File: src/rtl/core/gns_pkg.sv
// Package for the grid neighbour search unit: constants, op codes, record layouts,
// controller/datapath command and status structures and the grid cell function.
// Depends on nothing; every other file but gns_ram refers to it, by scoped names or by import.
package gns_pkg;

   localparam int MAX_POINTS     = 1024;
   localparam int GRID_W         = 64;
   localparam int GRID_H         = 64;
   localparam int MAX_NEIGHBOURS = 32;

   localparam int POS_W   = 20;
   localparam int FRAC_W  = 16;
   localparam int DSQ_W   = 41;
   localparam int DIST_W  = 21;
   localparam int NB_W    = 6;
   localparam int IDX_W   = $clog2(MAX_POINTS);
   localparam int CNT_W   = $clog2(MAX_POINTS + 1);
   localparam int CX_W    = $clog2(GRID_W);
   localparam int CY_W    = $clog2(GRID_H);
   localparam int N_CELLS = GRID_W * GRID_H;
   localparam int CELL_W  = $clog2(N_CELLS);
   localparam int GRID_MAX = (GRID_W > GRID_H) ? GRID_W : GRID_H;
   localparam int COORD_W = $clog2(GRID_MAX + 1);
   localparam int CSR_IDX_W = 1;

   localparam logic [1:0] OP_CLEAR = 2'd0;
   localparam logic [1:0] OP_LOAD  = 2'd1;
   localparam logic [1:0] OP_QUERY = 2'd2;

   localparam logic [CSR_IDX_W-1:0] CSR_MIN_DIST_SQ = 1'd0;
   localparam logic [CSR_IDX_W-1:0] CSR_MAX_DIST_SQ = 1'd1;

   localparam logic [DSQ_W-1:0] MIN_DIST_SQ_RESET = 41'd1;
   localparam logic [DSQ_W-1:0] MAX_DIST_SQ_RESET = 41'd1048576;

   // Offsets 0..2 around the centre cell; the last one ends a row of the walk.
   localparam logic [1:0] WALK_LAST = 2'd2;

   typedef struct packed {
      logic                    link_valid;
      logic [IDX_W-1:0]        link_idx;
      logic [CY_W-1:0]         cy;
      logic [CX_W-1:0]         cx;
      logic signed [POS_W-1:0] y;
      logic signed [POS_W-1:0] x;
   } gns_rec_type;

   typedef struct packed {
      logic             valid;
      logic [IDX_W-1:0] idx;
   } gns_head_type;

   typedef struct packed {
      logic clr_init;
      logic clr_step;
      logic capture;
      logic ld_write;
      logic rec_rd_query;
      logic rec_rd_head;
      logic head_rd_walk;
      logic q_capture;
      logic head_take;
      logic cell_next;
      logic pt_capture;
      logic sum;
      logic sqrt_start;
      logic emit;
      logic link_take;
      logic flush;
   } gns_cmd_type;

   typedef struct packed {
      logic clr_last;
      logic full;
      logic q_ok;
      logic head_valid;
      logic link_valid;
      logic last_cell;
      logic in_range;
      logic sqrt_busy;
      logic pend_valid;
      logic out_free;
      logic count_full;
   } gns_status_type;

   // Grid coordinate of one axis: floor(p * size) in Q.16, clamped to 1..size-2.
   function automatic logic [COORD_W-1:0] cell_coord(input logic signed [POS_W-1:0] p,
                                                     input int unsigned size);
      logic [POS_W+COORD_W-1:0] prod;
      logic [POS_W+COORD_W-1:0] c;
      prod = (POS_W+COORD_W)'(unsigned'(p)) * (POS_W+COORD_W)'(size);
      c    = prod >> FRAC_W;
      if (p <= 0) begin
         c = (POS_W+COORD_W)'(1);
      end else if (c < (POS_W+COORD_W)'(1)) begin
         c = (POS_W+COORD_W)'(1);
      end else if (c > (POS_W+COORD_W)'(size - 2)) begin
         c = (POS_W+COORD_W)'(size - 2);
      end
      return c[COORD_W-1:0];
   endfunction

endpackage

File: src/rtl/core/gns_ctrl.sv
// Controller state machine of the grid neighbour search: clearing sweep, load,
// query walk over the nine cells and result hand-off. Depends on gns_pkg.
module gns_ctrl (
   input  logic                    clock,
   input  logic                    reset,
   input  logic                    req_valid,
   input  logic [1:0]              req_op,
   output logic                    req_stall,
   output gns_pkg::gns_cmd_type    cmd,
   input  gns_pkg::gns_status_type st
);

   typedef enum logic [14:0] {
      ST_CLEAR    = 15'b000000000000001,
      ST_IDLE     = 15'b000000000000010,
      ST_LD_RD    = 15'b000000000000100,
      ST_LD_WR    = 15'b000000000001000,
      ST_Q_RD     = 15'b000000000010000,
      ST_Q_LAT    = 15'b000000000100000,
      ST_CELL_RD  = 15'b000000001000000,
      ST_CELL_LAT = 15'b000000010000000,
      ST_PT_LAT   = 15'b000000100000000,
      ST_PT_SUM   = 15'b000001000000000,
      ST_PT_CMP   = 15'b000010000000000,
      ST_SQRT     = 15'b000100000000000,
      ST_EMIT     = 15'b001000000000000,
      ST_NEXT     = 15'b010000000000000,
      ST_FLUSH    = 15'b100000000000000
   } gns_state_type;

   gns_state_type state_ff;
   gns_state_type state_in;

   always_ff @(posedge clock) begin
      if (reset) begin
         state_ff <= ST_CLEAR;
      end else begin
         state_ff <= state_in;
      end
   end

   assign req_stall = (state_ff != ST_IDLE);

   always_comb begin
      cmd      = '0;
      state_in = state_ff;
      unique case (state_ff)
         ST_CLEAR: begin
            cmd.clr_step = 1'b1;
            if (st.clr_last) begin
               state_in = ST_IDLE;
            end
         end
         ST_IDLE: begin
            if (req_valid) begin
               unique case (req_op)
                  gns_pkg::OP_CLEAR: begin
                     cmd.clr_init = 1'b1;
                     state_in     = ST_CLEAR;
                  end
                  gns_pkg::OP_LOAD: begin
                     if (!st.full) begin
                        cmd.capture = 1'b1;
                        state_in    = ST_LD_RD;
                     end
                  end
                  gns_pkg::OP_QUERY: begin
                     cmd.capture = 1'b1;
                     state_in    = ST_Q_RD;
                  end
                  default: ;
               endcase
            end
         end
         ST_LD_RD: begin
            state_in = ST_LD_WR;
         end
         ST_LD_WR: begin
            cmd.ld_write = 1'b1;
            state_in     = ST_IDLE;
         end
         ST_Q_RD: begin
            cmd.rec_rd_query = 1'b1;
            state_in         = ST_Q_LAT;
         end
         ST_Q_LAT: begin
            cmd.q_capture = 1'b1;
            state_in      = st.q_ok ? ST_CELL_RD : ST_FLUSH;
         end
         ST_CELL_RD: begin
            cmd.head_rd_walk = 1'b1;
            state_in         = ST_CELL_LAT;
         end
         ST_CELL_LAT: begin
            if (st.head_valid) begin
               cmd.rec_rd_head = 1'b1;
               cmd.head_take   = 1'b1;
               state_in        = ST_PT_LAT;
            end else if (st.last_cell) begin
               state_in = ST_FLUSH;
            end else begin
               cmd.cell_next = 1'b1;
               state_in      = ST_CELL_RD;
            end
         end
         ST_PT_LAT: begin
            cmd.pt_capture = 1'b1;
            state_in       = ST_PT_SUM;
         end
         ST_PT_SUM: begin
            cmd.sum  = 1'b1;
            state_in = ST_PT_CMP;
         end
         ST_PT_CMP: begin
            if (st.in_range) begin
               cmd.sqrt_start = 1'b1;
               state_in       = ST_SQRT;
            end else begin
               state_in = ST_NEXT;
            end
         end
         ST_SQRT: begin
            if (!st.sqrt_busy) begin
               state_in = ST_EMIT;
            end
         end
         ST_EMIT: begin
            if (!st.pend_valid || st.out_free) begin
               cmd.emit = 1'b1;
               state_in = ST_NEXT;
            end
         end
         ST_NEXT: begin
            if (st.count_full) begin
               state_in = ST_FLUSH;
            end else if (st.link_valid) begin
               cmd.link_take = 1'b1;
               state_in      = ST_PT_LAT;
            end else if (st.last_cell) begin
               state_in = ST_FLUSH;
            end else begin
               cmd.cell_next = 1'b1;
               state_in      = ST_CELL_RD;
            end
         end
         ST_FLUSH: begin
            if (st.out_free) begin
               cmd.flush = 1'b1;
               state_in  = ST_IDLE;
            end
         end
         default: begin
            state_in = ST_IDLE;
         end
      endcase
   end

   // No result may be held back once the block is ready for a new word.
   a_idle_no_pending: assert property (@(posedge clock) disable iff (reset)
      (state_ff == ST_IDLE) |-> !st.pend_valid)
      else $error("held result left behind at end of query");

   a_sqrt_free: assert property (@(posedge clock) disable iff (reset)
      cmd.sqrt_start |-> !st.sqrt_busy)
      else $error("square root restarted while busy");

   a_emit_room: assert property (@(posedge clock) disable iff (reset)
      (cmd.emit && st.pend_valid) |-> st.out_free)
      else $error("result pushed into occupied output register");

   a_flush_room: assert property (@(posedge clock) disable iff (reset)
      cmd.flush |=> !st.pend_valid)
      else $error("held result survived the final hand-off");

endmodule

File: config.mk
export PLATFORM = sky130hd
export DESIGN_NAME = gns_ctrl
export DESIGN_NICKNAME = d
export VERILOG_FILES = /design/src/rtl/core/gns_pkg.sv /design/src/rtl/core/gns_ctrl.sv
export SDC_FILE = /design/constraint.sdc
export NUM_CORES = 1
export LEC_CHECK = 0
export BUFFER_PORTS_ARGS = -buffer_cell sky130_fd_sc_hd__buf_2
export CELL_PAD_IN_SITES_DETAIL_PLACEMENT = 1
export CELL_PAD_IN_SITES_GLOBAL_PLACEMENT = 2
export CORE_MARGIN = 1
export CORE_UTILIZATION = 30
export CTS_CLUSTER_SIZE = 40
export DETAILED_ROUTE_END_ITERATION = 10
export PLACE_DENSITY = 0.85
export SYNTH_ARGS = -nofsm -noshare
export SYNTH_HDL_FRONTEND = slang
export SYNTH_SLANG_ARGS = --single-unit
export TNS_END_PERCENT = 5
File: constraint.sdc
create_clock -name clock -period 3.2 [get_ports clock]
set_input_delay 0.64 -clock clock [delete_from_list [all_inputs] [get_ports clock]]
set_output_delay 0.64 -clock clock [all_outputs]
set_load 0.05 [all_outputs]
==> metrics.yaml <==
run_status:
  status: "finished clean"
clock_tree:
  path_clk_slew_ns: 0.07
  cts_buffers: 3
  ctsHoldBuffers: 0
  tritoncts: "built"
  htreeDepth: 1
  clock_latency_ns: 0.25
  postCtsSetupRepairBufs: 0
  clock_path_buffers: 2
  cts.sinks: 15
  cts_root_buf: "clkbuf_8"
  cts_resized: 0
final_layout:
  multi_input_area_um2: 840
  drive_above_1_share: 0.298
  final_util: 0.369
  final_common_cell: "buf_2"
  seq_area_um2: 300
  finalNetCount: 202
  diodes: 0
  top_regs: "state_ff (15)"
  mostFrequentLayoutCells: "buf_2 (32), dfxtp_1 (15), inv_1 (12)"
  n_fill_cell: 499
  largest_reg_flops: 15
  max_flop_register: "state_ff"
  area_delta_synth_final_pct: 18.3
  fin_area_um2: 1480
floorplan:
  io_pins: 33
  fp.dieW_um: 66.5
  core_um2: 4000
  dieHeight_um: 66.5
  dieArea_um2: 4420
  rows: 23
  start_util: 0.312
sta:
  fin_skew_ns: 0.00115
  slew_viol_final: 0
  setup_viol: 0
  rsz0062_at_grt: "no"
  fin_crit_sh: 0.941
  period_needed_ns: 3.01
  max_slew_margin: 0.515
  setup_tns_ns: 0
  final-hold-violation-count: 0
  fmax_mhz: 332
  worst_pin_slew_ns: 0.719
setup_path:
  start_kind: "register"
  rr_startpoint: "state_ff[8]"
  r2r_slack_ns: 0.99
  critical-path-max-stage-delay_ns: 0.71
  path_class: "register to output pin"
  r2r_end: "state_ff[1]"
  path_cells: "or4_1, or3_4, nor4_2, and2_1, buf_2"
  crit_required_ns: 2.56
  endpoint_kind: "output pin"
  cpMaxStageDelayCell: "or4_1"
  r2r_cells: 5
  crit_path_max_fanout: 6
  arrival_ns: 2.37
synth:
  ys_ff_latch: 15
  syn_avg_cell_area_um2: 8.21
  synth.distinct_cells: 52
  synth-edff-count: 0
  syn-num-nets: 172
  syn-cell-area_um2: 1250
  ys_async_sr_fraction: 0
  ys_warn_count: 0
  syn_inst: 152
  ys_seq_area_frac: 0.241
  synth_ff_type: "dfxtp_1"
grt:
  gr-total-overflow: 0
  grt_use_total: 0.186
  grt_antenna_before_repair: 0
  grt_pass1_wl_um: 6140
  grt_max_degree: 12
  grt_pass1_vias: 1299
routing:
  wl_met3_um: 125
  via_count: 1292
  drc: 0
  viasPerCell: 5.59
  drt_iter0_drc: 29
  dr.pass1.iters: 6
  drtAntennaViolNets: 0
  drt-wirelength-per-cell_um: 16.5
  route.top_layer_used: "met4"
  met2_length_um: 1850
  wl_met1_um: 1760
  postRouteWirelength_um: 3810
worst_hold_path:
  hp-start: "state_ff[4]"
  min_path_type: "register to register"
  worstHoldEndpoint: "state_ff[5]"
  min_path_cells: 2
pwr:
  power_density_nw_per_um2: 326
  ir_drop_mv: 0.132
  p_leak_uw: 0.000657
placement:
  hpwl_um: 2990
  place_area_um2: 1430
  gp_congestion: 0.798
  place.port_buffers: 32
job:
  maxCapViolations: 0
## synth_stat cells, types with 4 or more instances
master,instances,share of area
dfxtp_1,15,0.24
inv_1,12,0.036
nor2_1,11,0.033
nand2_1,8,0.024
nor3_1,8,0.032
nor2b_1,7,0.035
buf_2,5,0.020
nor4_1,5,0.025
a21oi_1,4,0.016
and4_1,4,0.028
ha_1,4,0.040
nand4_1,4,0.020
nor3b_1,4,0.024
nor4_2,4,0.040
## cells by family (layout without fill, tap and decap cells)
family	count (synthesis)	count (layout)	synth area share
and+or+nand+nor	86	86	0.473
DFF	15	15	0.241
adders and majority gates	4	4	0.0401
xor gates and xnor gates	3	3	0.0211
AOI/OAI and AO/OA	22	22	0.138
buffers and inverters	22	51	0.0862
## worst max-delay path: cells and delay by family (launching register included)
| family | cells | cell delay, ns |
|---|---|---|
| buffers and inverters | 1 | 0.25 |
| flip-flops | 1 | 0.36 |
| AND/OR/NAND/NOR | 4 | 1.52 |
## layer usage
metal | track usage | up-vias
met5 | 0 | -
met4 | 0.0798 | 0
met3 | 0.0205 | 7
met2 | 0.320 | 33
met1 | 0.233 | 628
li1 | - | 624
## layout make-up
cell class,instances,area share
Clock buffer,4,0.0305
Inverter,12,0.0305
Multi-Input combinational cell,115,0.569
Sequential cell,15,0.204
Tap cell,50,0.0424
Timing Repair Buffer,35,0.124
## report_power, final
part           internal [uW]  switching (uW)
logic                   45.9            75.9
clock network           88.4            73.1
registers                191            6.49
total                    326             155
## per-stage QoR
step | hold WS (ns) | total power (uW) | worst slack [ns] | cells
finish | 0.570 | 481 | 0.187 | 231
global route | 0.624 | 508 | 0.108 | 231
CTS | 0.574 | 487 | 0.195 | 231
detailed placement | 0.565 | 323 | 0.476 | 227
global placement | 0.548 | 319 | 0.521 | 227
floorplan | 0.503 | 282 | 0.105 | 152
## how the worst max path moves through the flow
stage | slack [ns] | from | endpoint | cells past startpoint
6_report | 0.19 | state_ff[4] | cmd[0] | 5
5_1_grt | 0.11 | state_ff[4] | cmd[0] | 5
4_1_cts | 0.20 | state_ff[4] | cmd[0] | 5
3_5_place_dp | 0.48 | state_ff[4] | cmd[0] | 5
3_3_place_gp | 0.52 | state_ff[4] | cmd[0] | 5
2_1_floorplan | 0.10 | state_ff[12] | cmd[4] | 6
Power figures use the tool's default switching activity.
